`src/rtl/skwf_pkg.sv`:
```
// Package: shared types, constants and float compare helpers for the key window filter.
`default_nettype none
package skwf_pkg;
	localparam logic [7:0] MAGIC_POINT = 8'hE5;
	localparam logic [7:0] MAGIC_SEGMENT = 8'hE6;
	localparam logic [11:0] FOOTER_BYTES = 12'd8;
	localparam logic [11:0] POINT_MIN_LEN = 12'd13;
	localparam logic [11:0] SEGMENT_MIN_LEN = 12'd25;
	localparam int NUM_REGS = 6;
	localparam int REG_IDX_W = 3;

	localparam logic [REG_IDX_W-1:0] REG_TIME_LOW = 3'd0;
	localparam logic [REG_IDX_W-1:0] REG_TIME_HIGH = 3'd1;
	localparam logic [REG_IDX_W-1:0] REG_X_LOW = 3'd2;
	localparam logic [REG_IDX_W-1:0] REG_X_HIGH = 3'd3;
	localparam logic [REG_IDX_W-1:0] REG_Y_LOW = 3'd4;
	localparam logic [REG_IDX_W-1:0] REG_Y_HIGH = 3'd5;

	typedef struct packed {
		logic [11:0] key_length;
		logic [7:0]  key_magic;
		logic [31:0] word_a;
		logic [31:0] word_b;
		logic [31:0] word_c;
		logic [31:0] word_d;
		logic [31:0] word_e;
		logic [31:0] word_f;
	} key_word_t;

	typedef struct packed {
		logic        in_window;
		logic [47:0] passed_count;
		logic [47:0] seen_count;
	} result_word_t;

	typedef struct packed {
		logic [31:0] time_low;
		logic [31:0] time_high;
		logic [31:0] x_low;
		logic [31:0] x_high;
		logic [31:0] y_low;
		logic [31:0] y_high;
	} window_t;

	// Queue entry: classified key flags
	typedef struct packed {
		logic in_window;
	} verdict_t;

	function automatic logic is_nan(input logic [31:0] a);
		return (a[30:23] == 8'hFF) && (a[22:0] != 23'd0);
	endfunction

	// IEEE single a > b, false on NaN, -0 equals +0
	function automatic logic f_gt(input logic [31:0] a, input logic [31:0] b);
		logic both_zero;
		both_zero = (a[30:0] == 31'd0) && (b[30:0] == 31'd0);
		if (is_nan(a) || is_nan(b) || both_zero)
			return 1'b0;
		if (a[31] != b[31])
			return b[31];
		if (!a[31])
			return a[30:0] > b[30:0];
		return a[30:0] < b[30:0];
	endfunction
endpackage
`default_nettype wire

```
`src/rtl/skwf_if.sv`:
```
// Interface: valid/ready channel carrying one word of a given type.
`default_nettype none
interface skwf_if #(parameter type word_t = logic) ();
	logic  valid;
	logic  ready;
	word_t data;
	modport source (output valid, output data, input ready);
	modport sink (input valid, input data, output ready);
endinterface
`default_nettype wire

```
`src/rtl/spatiotemporal_key_window_filter.sv`:
```
// Top level: spatio-temporal key window filter.
// channel | dir | handshake          | word
// key     | in  | key.valid/ready    | key_word_t
// result  | out | result.valid/ready | result_word_t
// cfg     | in  | cfg_we             | cfg_index, cfg_data
// One key per cycle sustained while results are taken; an accepted key's verdict is written
// into the queue, then into the output register, before its result is presented.
// Classification is combinational at the input, counting is in the back part.
// A two-entry queue lets the key side keep going while a result is stalled.
// Reset clears window registers and counters to zero.
`default_nettype none
module spatiotemporal_key_window_filter
	import skwf_pkg::*;
#(
	parameter int COUNT_WIDTH = 48
) (
	input  wire logic                 clk,
	input  wire logic                 arst_n,
	skwf_if.sink                      key,
	skwf_if.source                    result,
	input  wire logic                 cfg_we,
	input  wire logic [REG_IDX_W-1:0] cfg_index,
	input  wire logic [31:0]          cfg_data
);
	window_t  win_q;
	verdict_t verdict, head;
	logic     full, nonempty, take, push;

	// Window register writes
	always_ff @(posedge clk or negedge arst_n) begin
		if (!arst_n) begin
			win_q <= '0;
		end else if (cfg_we) begin
			case (cfg_index)
				REG_TIME_LOW:  win_q.time_low <= cfg_data;
				REG_TIME_HIGH: win_q.time_high <= cfg_data;
				REG_X_LOW:     win_q.x_low <= cfg_data;
				REG_X_HIGH:    win_q.x_high <= cfg_data;
				REG_Y_LOW:     win_q.y_low <= cfg_data;
				REG_Y_HIGH:    win_q.y_high <= cfg_data;
				default:       ;
			endcase
		end
	end

	assign key.ready = !full;
	assign push = key.valid && !full;

	skwf_front u_front (
		.key(key.data), .win(win_q), .verdict(verdict)
	);

	skwf_queue u_queue (
		.clk(clk), .arst_n(arst_n), .push(push), .push_word(verdict), .full(full),
		.pop(take), .nonempty(nonempty), .head(head)
	);

	skwf_back #(.COUNT_WIDTH(COUNT_WIDTH)) u_back (
		.clk(clk), .arst_n(arst_n), .avail(nonempty), .verdict(head), .take(take),
		.out_valid(result.valid), .out_ready(result.ready), .out_word(result.data)
	);
endmodule
`default_nettype wire

```
`src/rtl/skwf_front.sv`:
```
// Front part: effective length and window classification of each key.
`default_nettype none
module skwf_front
	import skwf_pkg::*;
(
	input  wire key_word_t key,
	input  wire window_t   win,
	output verdict_t       verdict
);
	logic [11:0] stripped, eff_len;
	logic        is_pt, is_seg, pt_ok, seg_ok;

	// Effective length after footer removal
	always_comb begin
		stripped = key.key_length - FOOTER_BYTES;
		is_pt = key.key_magic == MAGIC_POINT;
		is_seg = key.key_magic == MAGIC_SEGMENT;
		if (key.key_length <= FOOTER_BYTES)
			eff_len = '0;
		else if (is_seg && stripped < SEGMENT_MIN_LEN)
			eff_len = key.key_length;
		else if (is_pt && stripped < POINT_MIN_LEN)
			eff_len = key.key_length;
		else
			eff_len = stripped;
	end

	// Point and segment tests
	always_comb begin
		pt_ok = !(key.word_a > win.time_high || key.word_a < win.time_low
			|| f_gt(key.word_b, win.x_high) || f_gt(win.x_low, key.word_b)
			|| f_gt(key.word_c, win.y_high) || f_gt(win.y_low, key.word_c));
		seg_ok = !(key.word_a > win.time_high || key.word_b < win.time_low)
			&& !(f_gt(key.word_c, win.x_high) || f_gt(win.x_low, key.word_e)
			|| f_gt(key.word_d, win.y_high) || f_gt(win.y_low, key.word_f));
		verdict.in_window = (eff_len >= POINT_MIN_LEN)
			&& ((is_pt && pt_ok) || (is_seg && eff_len >= SEGMENT_MIN_LEN && seg_ok));
	end
endmodule
`default_nettype wire

```
`src/rtl/skwf_queue.sv`:
```
// Two-entry queue of verdicts between front and back parts.
`default_nettype none
module skwf_queue
	import skwf_pkg::*;
(
	input  wire logic     clk,
	input  wire logic     arst_n,
	input  wire logic     push,
	input  wire verdict_t push_word,
	output logic          full,
	input  wire logic     pop,
	output logic          nonempty,
	output verdict_t      head
);
	verdict_t    mem_q [2];
	logic        wp_q, rp_q;
	logic [1:0]  cnt_q;

	assign full = cnt_q == 2'd2;
	assign nonempty = cnt_q != 2'd0;
	assign head = mem_q[rp_q];

	always_ff @(posedge clk) begin
		if (push) mem_q[wp_q] <= push_word;
	end

	// Pointers and fill count
	always_ff @(posedge clk or negedge arst_n) begin
		if (!arst_n) begin
			wp_q <= 1'b0;
			rp_q <= 1'b0;
			cnt_q <= 2'd0;
		end else begin
			if (push) wp_q <= ~wp_q;
			if (pop) rp_q <= ~rp_q;
			cnt_q <= cnt_q + 2'(push) - 2'(pop);
		end
	end
endmodule
`default_nettype wire

```
`src/rtl/skwf_back.sv`:
```
// Back part: counters and output register.
`default_nettype none
module skwf_back
	import skwf_pkg::*;
#(
	parameter int COUNT_WIDTH = 48
) (
	input  wire logic     clk,
	input  wire logic     arst_n,
	input  wire logic     avail,
	input  wire verdict_t verdict,
	output logic          take,
	output logic          out_valid,
	input  wire logic     out_ready,
	output result_word_t  out_word
);
	logic [COUNT_WIDTH-1:0] passed_q, seen_q, passed_nx, seen_nx;
	logic                   valid_q, win_q;

	assign take = avail && (!valid_q || out_ready);
	assign passed_nx = passed_q + COUNT_WIDTH'(verdict.in_window);
	assign seen_nx = seen_q + COUNT_WIDTH'(1);
	assign out_valid = valid_q;

	// Counts are presented at 48 bits
	always_comb begin
		out_word.in_window = win_q;
		out_word.passed_count = 48'(passed_q);
		out_word.seen_count = 48'(seen_q);
	end

	always_ff @(posedge clk or negedge arst_n) begin
		if (!arst_n) begin
			valid_q <= 1'b0;
			passed_q <= '0;
			seen_q <= '0;
			win_q <= 1'b0;
		end else begin
			if (take) begin
				valid_q <= 1'b1;
				passed_q <= passed_nx;
				seen_q <= seen_nx;
				win_q <= verdict.in_window;
			end else if (out_ready) begin
				valid_q <= 1'b0;
			end
		end
	end
endmodule
`default_nettype wire

```
`src/flat_wrapper.sv`:
```
// flat-port wrapper written by rule: the top's interface ports become plain ports
module spatiotemporal_key_window_filter_flat import skwf_pkg::*;
#(
	parameter int COUNT_WIDTH = 48
)
  (clk, arst_n, cfg_we, cfg_index, cfg_data, key_valid, key_data, key_ready, result_valid, result_data, result_ready);
  skwf_if #(.word_t(key_word_t)) key_i ();
  skwf_if #(.word_t(result_word_t)) result_i ();
  input  wire logic clk;
  input  wire logic arst_n;
  input  wire logic cfg_we;
  input  wire logic [REG_IDX_W-1:0] cfg_index;
  input  wire logic [31:0] cfg_data;
  input wire logic [$bits(key_i.valid)-1:0] key_valid;
  input wire logic [$bits(key_i.data)-1:0] key_data;
  output wire logic [$bits(key_i.ready)-1:0] key_ready;
  output wire logic [$bits(result_i.valid)-1:0] result_valid;
  output wire logic [$bits(result_i.data)-1:0] result_data;
  input wire logic [$bits(result_i.ready)-1:0] result_ready;
  assign key_i.valid = key_valid;
  assign key_i.data = key_data;
  assign key_ready = key_i.ready;
  assign result_valid = result_i.valid;
  assign result_data = result_i.data;
  assign result_i.ready = result_ready;
  spatiotemporal_key_window_filter #(.COUNT_WIDTH(COUNT_WIDTH)) u_core (.clk(clk), .arst_n(arst_n), .key(key_i), .result(result_i), .cfg_we(cfg_we), .cfg_index(cfg_index), .cfg_data(cfg_data));
endmodule
```
`config.mk`:
```
export PLATFORM = sky130hd
export DESIGN_NAME = spatiotemporal_key_window_filter_flat
export DESIGN_NICKNAME = d
export VERILOG_FILES = /design/src/rtl/skwf_pkg.sv /design/src/rtl/skwf_if.sv /design/src/rtl/spatiotemporal_key_window_filter.sv /design/src/rtl/skwf_front.sv /design/src/rtl/skwf_queue.sv /design/src/rtl/skwf_back.sv /design/src/flat_wrapper.sv
export SDC_FILE = /design/constraint.sdc
export NUM_CORES = 1
export LEC_CHECK = 0
export BUFFER_PORTS_ARGS = -buffer_cell sky130_fd_sc_hd__buf_2
export CAP_MARGIN = 15
export CORE_ASPECT_RATIO = 0.75
export CORE_MARGIN = 3
export CORE_UTILIZATION = 60
export CTS_BUF_LIST = sky130_fd_sc_hd__clkbuf_8
export DETAILED_ROUTE_END_ITERATION = 7
export PLACE_DENSITY_LB_ADDON = 0.3
export SLEW_MARGIN = 20
export SYNTH_ARGS = -nofsm -noshare
export SYNTH_HDL_FRONTEND = slang
export SYNTH_SLANG_ARGS = --single-unit
```
`constraint.sdc`:
```
create_clock -name clk -period 6.5 [get_ports clk]
set_clock_uncertainty 0.1 [all_clocks]
set_input_delay 1.3 -clock clk [delete_from_list [all_inputs] [get_ports clk]]
set_output_delay 1.3 -clock clk [all_outputs]
set_load 0.02 [all_outputs]
```
### Word-level counts from Yosys, hierarchy flattened

Memory sizes are Yosys's and may differ from the RTL's.
Cells that the tools add are included.
Widths: inputs -> output; s select.

* flip-flop bits (word level): 294
* RAM bits: 2
* bits of input ports: 252
* output and inout port bits: 99
* word-level logic and storage cells: 255
* memories kept: 1

Memories
* u_core.u_queue.mem_q: words 2, width 1, rd ports 1, clocked after Yosys merged registers in 0, wr ports 1, RTL line skwf_queue.sv:15 `verdict_t mem_q [2];`

* add/subtract/negate cells: 5
* $lt $le $gt $ge: 24
* equal/unequal tests: 25
* mux-type cells: 100
* bitwise gates (word level): 2
* reductions and logical operators: 85

Operators with widths (count)
* $logic_not 31->1: 9
* $gt 31x31->1: 8
* $lt 31x31->1: 8
* $reduce_bool 23->1: 9
* $mux 1: 97
* $eq 8x8->1 const B: 11
* $lt 32x32->1: 2
* $add 48x1->48: 1
* $add 48x1->48 const B: 1
* $mux 12: 3
* $gt 32x32->1: 1
* $logic_or 1x1->1: 27
* $logic_and 1x1->1: 26
* $ge 12x4->1 const B: 1
* $ge 12x5->1 const B: 1
* $le 12x4->1 const B: 1
* $lt 12x4->1 const B: 1
* $lt 12x5->1 const B: 1
* $reduce_and 2->1: 6
* $sub 12x4->12 const B: 1
* $ne 1x1->1: 8
* $eq 3x2->1 const B: 2
* $eq 3x3->1 const B: 2
* $logic_not 1->1: 5
* other kinds (7): 9

### Longest topological paths before layout

Gate-level depths: netlist of run 1.

* word-level depth: 19
* mapped depth: 12
* mapped depth without buffers: 11

### Cells and area by module

From an unflattened synthesis of run 1, not the netlist that was laid out.

* cells, all modules: 2179
* area, all modules: 21678.3 um^2

By module, submodules not included
* skwf_front: instances 1, cells each 1327, area an instance 9504.1 um^2, sequential area each 0.0 um^2
* spatiotemporal_key_window_filter: instances 1, cells each 414, area an instance 7400.8 um^2, sequential area each 4804.6 um^2
* skwf_back: instances 1, cells each 420, area an instance 4503.1 um^2, sequential area each 2452.4 um^2
* skwf_queue: instances 1, cells each 18, area an instance 270.3 um^2, sequential area each 160.2 um^2

### Worst setup path after synthesis of run 1

No wires, ideal clock.

* kind: in2reg
* from: in key_data[132]
* to: mem u_core.u_queue.mem_q[0] (netlist name), data pin
* setup time: 0.159 ns
* arrival: 3.774 ns
* required time: 6.241 ns
* path slack: 2.467 ns
* cell stages on the path: 11
* buffers on the path: 0
* cells stage by stage: inv_1 -> ha_1 -> a211oi_1 -> nor2_1 -> o31a_1 -> a2111oi_0 -> o211ai_1 -> a21o_1 -> a221o_1 -> or4_1 -> a22oi_2

* longest elaborated chain between the ends: 14
* elaborated cells between the ends (all ways): 36
* classes of those cells: order compare: 5; mux: 10; reduce/logical: 21

RTL lines
* start, declared: RTL line flat_wrapper.sv:15 `input wire logic [$bits(key_i.data)-1:0] key_data;`
* branches (longest 12 deep; another with $gt 31x31->1)
* $logic_or 1x1->1 *: RTL line skwf_front.sv:37 `&& ((is_pt && pt_ok) || (is_seg && eff_len >= SEGMENT_MIN_LEN && seg_ok));`
* $logic_and 1x1->1 *: RTL line skwf_front.sv:37
* via u_core.u_front.verdict: RTL line skwf_front.sv:8 `output verdict_t verdict`
* end, declared: RTL line skwf_queue.sv:15

Mark *: on every way through the listed nets, which the timed path passes.

### Final worst setup path of run 1

* from: in key_data[203]
* to: mem u_core.u_queue.mem_q[0] (netlist name), data pin

* longest elaborated chain between the ends: 11
* elaborated cells between the ends (all ways): 15
* classes of those cells: add/sub: 1; order compare: 5; mux: 3; reduce/logical: 6

RTL lines
* $sub 12x4->12: RTL line skwf_front.sv:15 `stripped = key.key_length - FOOTER_BYTES;`
* $lt 12x4->1: RTL line skwf_front.sv:22 `else if (is_pt && stripped < POINT_MIN_LEN)`
* $logic_and 1x1->1: RTL line skwf_front.sv:22
* $mux 12: RTL line skwf_front.sv:22
* $mux 12: RTL line skwf_front.sv:20 `else if (is_seg && stripped < SEGMENT_MIN_LEN)`
* $mux 12 *: RTL line skwf_front.sv:18 `if (key.key_length <= FOOTER_BYTES)`
* $ge 12x5->1: RTL line skwf_front.sv:37
* $logic_and 1x1->1 (2 in a row): RTL line skwf_front.sv:37
* $logic_or 1x1->1: RTL line skwf_front.sv:37
* $logic_and 1x1->1 *: RTL line skwf_front.sv:37
* via u_core.u_front.verdict: RTL line skwf_front.sv:8

The timed path passes the listed nets; every way through them passes the cells marked *.

==> results of run 1 <==
[layer usage]
metal | vias to the layer above | GRT usage, % | part of all wire, %
met1 | 9308 | 49.6 | 43
li1 | 8738 | - | -
met5 | - | 0 | 0
met4 | 0 | 13.9 | 3.8
met3 | 176 | 9.01 | 10
met2 | 887 | 54.7 | 43
[path summary, 6_finish.rpt]
path	from	endpoint	cells past startpoint
hold / removal	u_core.u_back.passed_q[47]	u_core.u_back.passed_q[47]	1
hold reg to reg	u_core.u_back.passed_q[47]	u_core.u_back.passed_q[47]	1
setup reg to reg	u_core.win_q[100]	u_core.u_queue.mem_q[0]	10
min in group asynchronous	arst_n	u_core.win_q[8]	1
max in group asynchronous	arst_n	u_core.u_back.seen_q[24]	3
setup / recovery	key_data[203]	u_core.u_queue.mem_q[0]	12
[power groups by stage]
stage / clock [mW] / combinational [mW] / sequential (mW)
final: 1.68 / 2.15 / 2.49
after global placement: 0 / 1.96 / 2.49
after global routing: 1.79 / 2.41 / 2.52
after floorplan: 0 / 1.37 / 2.44
after CTS: 1.70 / 2.11 / 2.47
after detailed placement: 0 / 2.09 / 2.50
[logic make-up after synthesis]
family | after synthesis | synth area share [%]
muxes | 140 | 7.46
and+or+nand+nor | 648 | 16.1
DFF | 296 | 35.3
xor gates and xnor gates | 99 | 4.13
buffers and inverters | 301 | 5.40
AOI/OAI and AO/OA | 367 | 10.8
adders and majority gates | 348 | 20.7
[registers in the layout, indices dropped and copies added, names as in the netlist]
| signal | count |
|---|---|
| u_core.u_back.passed_q | 48 |
| u_core.u_queue.wp_q | 1 |
| u_core.u_queue.cnt_q | 2 |
| u_core.u_back.seen_q | 48 |
| u_core.u_back.out_valid | 1 |
| u_core.u_back.win_q | 1 |
| u_core.u_queue.mem_q | 2 |
| u_core.win_q | 192 |
| u_core.u_queue.rp_q | 1 |
[metrics by stage]
step	setup WS [ns]	power, mW	instances
global placement	1.76	4.44	2977
global route	2.15	6.72	3065
finish	2.20	6.32	3065
detailed placement	1.68	4.59	2977
CTS	2.31	6.28	3059
floorplan	2.47	3.81	2199
[area by class of cell]
class,count,share of cell area [%]
flip-flops and latches,296,30.5
clock buffers,56,3.17
inverters,270,4.17
clock inverters,26,0.808
diodes,5,0.0515
repair buffers,360,7.64
multi-input cells,1602,51.3
well taps,450,2.32
[cells in the final DEF, fill, tap and decap left out, drive strengths merged, types with 5 or more instances in the layout]
master  Yosys  layout
nor3b       5       5
and2        6       6
inv       270     287
nand2     175     175
a211o       7       7
a21o       49      49
a21oi     100     100
a221oi      7       7
or2         5       5
a211oi     24      24
o21ai     115     115
nand2b     13      13
nand3      70      70
mux2      133     133
nand3b      5       5
nor2b       9       9
diode       0       5
and3       19      19
a31oi       8       8
xnor2      68      68
mux2i       7       7
xor2       31      31
dfrtp     294     294
clkbuf     29      56
nor4       75      75
clkinv      0       5
ha        348     348
nand4     111     111
buf         2     360
or3        11      11
nor3       34      34
o211ai     13      13
and4       14      14
nor2       78      78
==> flow_summary.yaml, run 1 <==
cts:
  cts_resized: 0
  cts_buffers: 49
  clkTransAtPathRegs_ns: 0.06
  clock_latency_ns: 0.59
  cts_tree: "built"
  cts_setup_buffers: 0
  cts.sinks: 296
  clockBufferDepth: 3
  cts_max_level: 2
  root_buffer: "clkbuf_8"
  cts_hold_buf: 0
sta:
  fin_crit_ns: 4.30
  holdWs_ns: 0.365
  tns_ns: 0
  rsz0062_at_grt: "false"
  period_share_pct: 66.2
  drv_slew: 0
  setup_viol: 0
  fmax_ghz: 0.232
  worstMarginPinSlew_ns: 0.918
  timing.slew.headroom_pct: 38.6
  hold_viol: 0
setup_path:
  required_ns: 6.83
  cpMaxStageDelayCell: "or4_1"
  crit_family: "compound AO/OA/AOI/OAI gates"
  cp-end-kind: "flip-flop"
  regToRegSetupSlack_ns: 2.74
  crit_arrival_ns: 4.64
  cp-start-kind: "input port"
  path_class: "in2reg"
  worstPathCellList: "buf_2 > inv_1 > ha_1 > xor2_1 > or3_1 > or3_1 > o211ai_1 > a22oi_1 > a311oi_1 > o2111ai_1 > or4_1 > a22oi_2"
  critPathBufInv: 2
  crit_fanout: 11
  slowest_delay_ns: 0.66
  cp_common_cell: "or3_1"
place:
  place_hpwl_um: 54500
  place_area_um2: 23300
  place_congestion: 1.01
  io_buffers: 350
pwr:
  power_frac_comb_pct: 34.0
  power_density_nw_per_um2: 260
  clkPwrFrac_pct: 26.6
  ir_drop_mv: 0.160
  leakagePower_nw: 12.5
  power_frac_seq_pct: 39.4
  power_switching_mw: 2.32
  intPower_mw: 4.00
  switching_share_pct: 36.8
final_layout:
  final_core_util_pct: 71.4
  area_growth_pct: 15.7
  drive_gt1_share_pct: 22.1
  stdcell_area_um2: 24300
  multi_input_area_um2: 12500
  fill_cells: 2624
  seqCellArea_um2: 7420
  nets: 3179
global_route:
  grt_pass1_vias: 19232
  antenna_found_initial: 6
  grt_max_degree: 130
  gr-total-overflow: 0
  grt_pass1_wl_um: 105000
  grt.total_usage_pct: 35.9
die:
  dieWidth_um: 222
  io_pins: 351
  rows: 58
  initial_utilization_pct: 61.7
  core_um2: 34000
  die_area_um2: 37300
  die_h_um: 168
yosys:
  synth-edff-count: 2
  ys_seq_area_share_pct: 35.3
  synthDistinctLibCells: 66
  synth-main-ff-cell: "dfrtp_1"
  synth-seq-cells: 296
  synth_most_common_cell: "ha_1"
  yosys.area.top_type_share_pct: 35.0
  yosys-top-cells-count: "ha_1, dfrtp_1, inv_1"
  synth_fp_nets: 2799
  yosysTopAreaCell: "dfrtp_1"
  ys_warn_count: 0
  synthArstFlopShare_pct: 99.3
  netlist_instances: 2199
  syn_area_per_cell_um2: 9.56
  netlist_area_um2: 21000
  ys_top_cells_by_area: "dfrtp_1, ha_1, mux2_2"
routing:
  vias_per_cell: 6.23
  ant_nets: 0
  first_pass_iters: 5
  totalWireLength_um: 67900
  drt_iter0_drc: 1647
  routedWlPerCell_um: 22.1
  via_count: 19109
  route.detailed.drc: 0
status:
  status: "completed"
job:
  maxCapViolations: 0
min_path:
  hp-class: "reg2reg"
No activity file was read; power rests on OpenSTA's default activity.
==> run 2, diff against run 1 <==
--- a/config.mk
+++ b/config.mk
@@ -5,11 +5,12 @@
 export SDC_FILE = /design/constraint.sdc
 export NUM_CORES = 1
 export LEC_CHECK = 0
+export ABC_AREA = 1
 export BUFFER_PORTS_ARGS = -buffer_cell sky130_fd_sc_hd__buf_2
 export CAP_MARGIN = 15
 export CORE_ASPECT_RATIO = 0.75
 export CORE_MARGIN = 3
-export CORE_UTILIZATION = 60
+export CORE_UTILIZATION = 54
 export CTS_BUF_LIST = sky130_fd_sc_hd__clkbuf_8
 export DETAILED_ROUTE_END_ITERATION = 7
 export PLACE_DENSITY_LB_ADDON = 0.3
==> constraint.sdc (replaced) <==
create_clock -name clk -period 3.85 [get_ports clk]
set_clock_uncertainty 0.1 [all_clocks]
set_input_delay 0.77 -clock clk [delete_from_list [all_inputs] [get_ports clk]]
set_output_delay 0.77 -clock clk [all_outputs]
set_load 0.02 [all_outputs]
==> run 2 against run 1 <==
  * Wire length grew 12%
  * First-iteration DRC count grew 29%
  * Sequential cell count is the same
  * Worst hold slack lost 0.35 ns
  * Highest routed layer is now met5
==> flow_summary.yaml, run 2 <==
sta:
  fin_crit_ns: 2.90
  drv_slew: 0
  holdWs_ns: 0.0134
  rsz0062_at_grt: "false"
  tns_ns: 0
  period_share_pct: 75.3
  setup_viol: 0
  worstMarginPinSlew_ns: 0.651
  hold_viol: 0
  fmax_ghz: 0.345
  timing.slew.headroom_pct: 56.2
setup_path:
  required_ns: 4.15
  path_class: "reg2reg"
  r2r_end: "u_core.u_queue.mem_q[0]"
  slowest_delay_ns: 0.35
  cp_common_cell: "nand2_1"
  cpMaxStageDelayCell: "dfrtp_1"
  worstPathCellList: "inv_1 > ha_1 > nand2_1 > inv_1 > nand2_1 > nor4_1 > buf_4 > nand3_1 > nand2_1 > nand2_1 > nand2_1 > nand3_1 > nor2_1 > nand3_1 > a21oi_1"
  crit_family: "simple AND/OR/NAND/NOR gates"
  r2r_start: "u_core.win_q[6]"
  regToRegSetupSlack_ns: 0.95
  critPathBufInv: 3
  cp-start-kind: "flip-flop"
  crit_fanout: 4
  reg2reg_depth: 15
  cp-end-kind: "flip-flop"
  crit_arrival_ns: 3.20
yosys:
  synth_compound_area_share_pct: 9.91
  synthArstFlopShare_pct: 99.3
  netlist_instances: 3095
  ys_warn_count: 0
  synth-main-ff-cell: "dfrtp_1"
  synth-seq-cells: 296
  ys_seq_area_share_pct: 32.3
  yosys-top-cells-count: "nand2_1, inv_1, ha_1"
  synth-edff-count: 2
  syn_area_per_cell_um2: 7.41
  ys_top_cells_by_area: "dfrtp_1, ha_1, nand2_1"
  synth_fp_nets: 3695
  yosys.area.top_type_share_pct: 32.1
  synth_most_common_cell: "nand2_1"
  synthSimpleGateAreaFrac_pct: 26.7
  netlist_area_um2: 22900
  synth_top_family_by_area: "simple AND/OR/NAND/NOR gates"
  synthXorXnorAreaFrac_pct: 3.32
  synth_mux_area_share_pct: 0
  yosysTopAreaCell: "dfrtp_1"
  synthAdderAreaFrac_pct: 19.0
  synthDistinctLibCells: 49
job:
  maxCapViolations: 0
cts:
  clkTransAtPathRegs_ns: 0.06
  cts_hold_buf: 0
  clockBufferDepth: 3
  cts_max_level: 2
  cts.sinks: 296
  clock_latency_ns: 0.61
  cts_setup_buffers: 0
  root_buffer: "clkbuf_8"
  cts_resized: 0
  cts_tree: "built"
  cts_buffers: 50
pwr:
  power_frac_comb_pct: 33.9
  clkPwrFrac_pct: 28.6
  leakagePower_nw: 14.6
  power_density_nw_per_um2: 419
  power_switching_mw: 4.29
  ir_drop_mv: 0.265
  switching_share_pct: 38.6
  power_frac_seq_pct: 37.5
  intPower_mw: 6.83
final_layout:
  reg_top3: "u_core.win_q: 192 flops, u_core.u_back.passed_q: 48 flops, u_core.u_back.seen_q: 48 flops"
  drive_gt1_share_pct: 13.8
  area_growth_pct: 15.6
  final_common_cell: "nand2_1"
  largest_reg_flops: 192
  fill_cells: 3713
  nets: 4070
  largest_register: "u_core.win_q"
  mostFrequentLayoutCells: "nand2_1, inv_1, buf_2, ha_1, dfrtp_1"
die:
  io_pins: 351
  die_area_um2: 45000
  initial_utilization_pct: 55.5
  rows: 64
  die_h_um: 184
  dieWidth_um: 244
  core_um2: 41300
status:
  status: "completed"
global_route:
  grt.total_usage_pct: 33.5
  gr-total-overflow: 0
  grt_max_degree: 77
  grt_pass1_vias: 21841
  antenna_found_initial: 13
  grt_pass1_wl_um: 118000
routing:
  totalWireLength_um: 75900
  vias_per_cell: 5.54
  route.detailed.drc: 0
  drt_iter0_drc: 2130
  routedWlPerCell_um: 18.6
  via_count: 22576
  ant_nets: 0
  first_pass_iters: 5
place:
  place_congestion: 1.02
  place_hpwl_um: 62400
  io_buffers: 350
min_path:
  hp-class: "in2async"
-- run 2: cell types whose count changed in the layout (fill, tap and decap cells not counted), sizes merged, moves of 51 or more --
| cell | delta |
|---|---|
| nor2 | +206 |
| xnor2 | -51 |
| mux2 | -133 |
| o21ai | +120 |
| inv | +222 |
| a21oi | +65 |
| nand2 | +609 |
-- run 2: cell type report --
class                   count  area (µm²)  area share [%]
clock inverters            24         205           0.774
flip-flops and latches    296        7420            28.0
repair buffers            363        1880            7.11
clock buffers              67         922            3.48
well taps                 561         702            2.65
inverters                 493        1850            6.98
multi-input cells        2266       13500            51.0
diodes                      6        15.0          0.0566
-- run 2: how the worst max path moves through the flow --
stage | end | start | slack [ns] | cells past startpoint
final | u_core.u_queue.mem_q[0] | u_core.win_q[6] | 0.95 | 15
after CTS | u_core.u_back.passed_q[36] | u_core.u_queue.rp_q | 0.97 | 17
after global placement | u_core.u_queue.mem_q[0] | key_data[126] | 0.67 | 16
after global routing | u_core.u_back.passed_q[36] | u_core.u_queue.rp_q | 0.77 | 17
after detailed placement | u_core.u_queue.mem_q[0] | key_data[126] | 0.63 | 16
after floorplan | u_core.u_queue.mem_q[0] | key_data[203] | 1.25 | 14
-- run 2: cells by family (layout without fill, tap and decap cells) --
group | Yosys count | in the layout
compound gates | 436 | 436
xor+xnor | 87 | 87
fa+ha+maj | 348 | 348
buf+inv | 533 | 947
flops | 296 | 296
other cells | 0 | 6
simple gates | 1395 | 1395
-- run 2: layer usage --
metal	share of wire (%)	track usage (%)
met5	0.14	0
met4	2.2	8.81
met3	10	6.85
met2	41	49.2
met1	46	50.2
-- run 2: worst register-to-register path: cells and delay by family (launching register included) --
kind	cells	cell delay [ns]
AO/OA/AOI/OAI	1	0.25
flip-flops	1	0.35
buffers and inverters	3	0.37
adder cells (fa/ha/maj)	1	0.33
AND/OR/NAND/NOR	10	1.31
-- run 2: per-stage QoR --
stage / instances / util, % / power [mW] / worst slack, ns / area [µm²]
floorplan: 3095 / - / 6.54 / 1.25 / 22900
global placement: 3979 / 61.4 / 7.70 / 0.668 / 25400
detailed placement: 3979 / 61.4 / 7.89 / 0.634 / 25400
CTS: 4070 / 64.1 / 11.1 / 0.969 / 26500
global route: 4071 / 64.1 / 11.9 / 0.772 / 26500
finish: 4076 / 64.2 / 11.1 / 0.953 / 26500
-- run 2: power by group through the flow --
stage / sequential (mW) / combinational, mW / clock, mW
after detailed placement: 4.19 / 3.70 / 0
final: 4.17 / 3.77 / 3.18
after global placement: 4.17 / 3.53 / 0
after global routing: 4.22 / 4.32 / 3.37
after CTS: 4.14 / 3.73 / 3.23
after floorplan: 4.11 / 2.44 / 0
==> run 3, diff against run 2 <==
--- a/config.mk
+++ b/config.mk
@@ -10,7 +10,7 @@
 export CAP_MARGIN = 15
 export CORE_ASPECT_RATIO = 0.75
 export CORE_MARGIN = 3
-export CORE_UTILIZATION = 54
+export CORE_UTILIZATION = 60
 export CTS_BUF_LIST = sky130_fd_sc_hd__clkbuf_8
 export DETAILED_ROUTE_END_ITERATION = 7
 export PLACE_DENSITY_LB_ADDON = 0.3
==> constraint.sdc (replaced) <==
create_clock -name clk -period 3 [get_ports clk]
set_clock_uncertainty 0.1 [all_clocks]
set_input_delay 0.6 -clock clk [delete_from_list [all_inputs] [get_ports clk]]
set_output_delay 0.6 -clock clk [all_outputs]
set_load 0.02 [all_outputs]
==> run 3 against run 2 <==
  * Sequential cell count did not move
  * Global-route usage up 2.5 points
  * Worst setup slack worse by 0.75 ns
  * Non-clock buffer count up 11
  * First-iteration DRC count increased by 3.8%
  * Combinational power is 28% higher
  * Utilization grew 6.7 points
  * Sequential share of layout area about the same
  * Wire length decreased by 2.3%
  * Largest power group unchanged
==> flow_summary.yaml, run 3 (synthesis gave the netlist of run 2 again) <==
die:
  dieWidth_um: 232
  initial_utilization_pct: 61.3
  die_h_um: 175
  io_pins: 351
  core_um2: 37400
  die_area_um2: 40600
  rows: 61
place:
  place_congestion: 0.988
  io_buffers: 350
  place_area_um2: 25400
  dp_slack_ns: -0.0219
  placedCellCount: 3930
  place_hpwl_um: 60100
cts:
  cts_max_level: 2
  clkTransAtPathRegs_ns: 0.06
  clockBufferDepth: 3
  clock_latency_ns: 0.61
  root_buffer: "clkbuf_8"
  cts_buffers: 49
  cts_tree: "built"
  cts.sinks: 296
routing:
  route.detailed.drc: 0
  vias_per_cell: 5.70
  first_pass_iters: 6
  drt_iter0_drc: 2211
  via_count: 22969
  routedWlPerCell_um: 18.4
  ant_nets: 0
  totalWireLength_um: 74100
pwr:
  power_density_nw_per_um2: 533
  ir_drop_mv: 0.304
  leakagePower_nw: 14.6
global_route:
  grt_max_degree: 78
  antenna_found_initial: 11
  gr-total-overflow: 0
  grt_pass1_wl_um: 115000
  grt.total_usage_pct: 35.9
  grt_pass1_vias: 21874
setup_path:
  crit_fanout: 2
  crit_arrival_ns: 3.12
  path_class: "reg2reg"
  required_ns: 3.33
  cp-end-kind: "flip-flop"
  cp-start-kind: "flip-flop"
sta:
  fin_crit_ns: 2.79
  setup_viol: 0
  worstMarginPinSlew_ns: 0.644
  timing.slew.headroom_pct: 57.1
  layout_setup_ws_ns: 0.207
  period_share_pct: 93.1
  drv_slew: 0
  hold_viol: 0
  fmax_ghz: 0.358
final_layout:
  nets: 4080
  drive_gt1_share_pct: 14.0
  area_growth_pct: 15.5
  largest_register: "u_core.win_q"
  final_common_cell: "nand2_1"
  fin_cells: 4029
  mostFrequentLayoutCells: "nand2_1, inv_1, buf_2, ha_1, dfrtp_1"
  multi_input_area_um2: 13500
  stdcell_area_um2: 26500
  reg_top3: "u_core.win_q: 192 flops, u_core.u_back.passed_q: 48 flops, u_core.u_back.seen_q: 48 flops"
  seqCellArea_um2: 7420
  fill_cells: 3196
  largest_reg_flops: 192
min_path:
  hp-class: "in2reg"
status:
  status: "completed"
job:
  maxCapViolations: 0
## run 3: area by class of cell
| type | instances | area share, % |
|---|---|---|
| Timing Repair Buffer | 374 | 7.48 |
| Sequential cell | 296 | 28.0 |
| Tap cell | 504 | 2.38 |
| Clock inverter | 29 | 0.869 |
| Clock buffer | 61 | 3.17 |
| Antenna cell | 6 | 0.0567 |
| Multi-Input combinational cell | 2266 | 51.0 |
| Inverter | 493 | 6.99 |
## run 3: per-stage QoR
stage | hold slack [ns] | power [mW] | util, % | setup TNS (ns)
after CTS | 0.147 | 14.0 | 70.7 | 0
after global placement | 0.357 | 9.79 | 67.8 | 0
after global routing | 0.192 | 15.1 | 70.8 | -0.00347
after floorplan | 0.204 | 8.40 | - | 0
final | 0.177 | 14.1 | 70.8 | 0
after detailed placement | 0.358 | 10.1 | 67.8 | -0.0438
## run 3: worst paths after layout
path	cells past startpoint	endpoint	start	slack, ns
min reg2reg	1	u_core.u_back.passed_q[47]	u_core.u_back.passed_q[47]	0.37
max	12	u_core.u_queue.mem_q[0]	u_core.win_q[155]	0.21
max in group asynchronous	3	u_core.win_q[179]	arst_n	1.47
min	3	u_core.u_queue.wp_q	key_valid	0.18
min in group asynchronous	2	u_core.u_back.passed_q[29]	arst_n	0.48
max reg2reg	12	u_core.u_queue.mem_q[0]	u_core.win_q[155]	0.21
## run 3: worst max-delay path: stages (launching register included)
cell	delay, ns
dfrtp_1	0.35
inv_1	0.05
ha_1	0.28
nand2_1	0.06
nor2_1	0.17
nand2_1	0.15
nor2_1	0.31
nand4_1	0.29
a21oi_1	0.31
nand2_1	0.14
nor2_1	0.10
nand4_1	0.08
a21oi_1	0.22
## run 3: timing repair
action                     CTS  global route
buffers inserted             0             2
setup endpoints to repair    0             3
gates resized for setup      0             1
hold buffers                 1             0
hold endpoints to repair    58             0
## run 3: layer usage
| metal | up-vias | share of wire, % | routed length, µm | global-route usage, % |
|---|---|---|---|---|
| met4 | 6 | 2.5 | 1840 | 9.52 |
| met1 | 10735 | 44 | 32600 | 53.5 |
| met2 | 1164 | 41 | 30800 | 53.1 |
| li1 | 10912 | - | - | - |
| met3 | 152 | 12 | 8840 | 7.85 |
| met5 | - | 0.073 | 54 | 0 |
## run 3: power breakdown
part	switching (mW)	total, mW	internal, mW
registers	0.696	5.34	4.65
logic	3.03	4.83	1.80
clock network	1.74	3.93	2.18
total	5.47	14.1	8.63
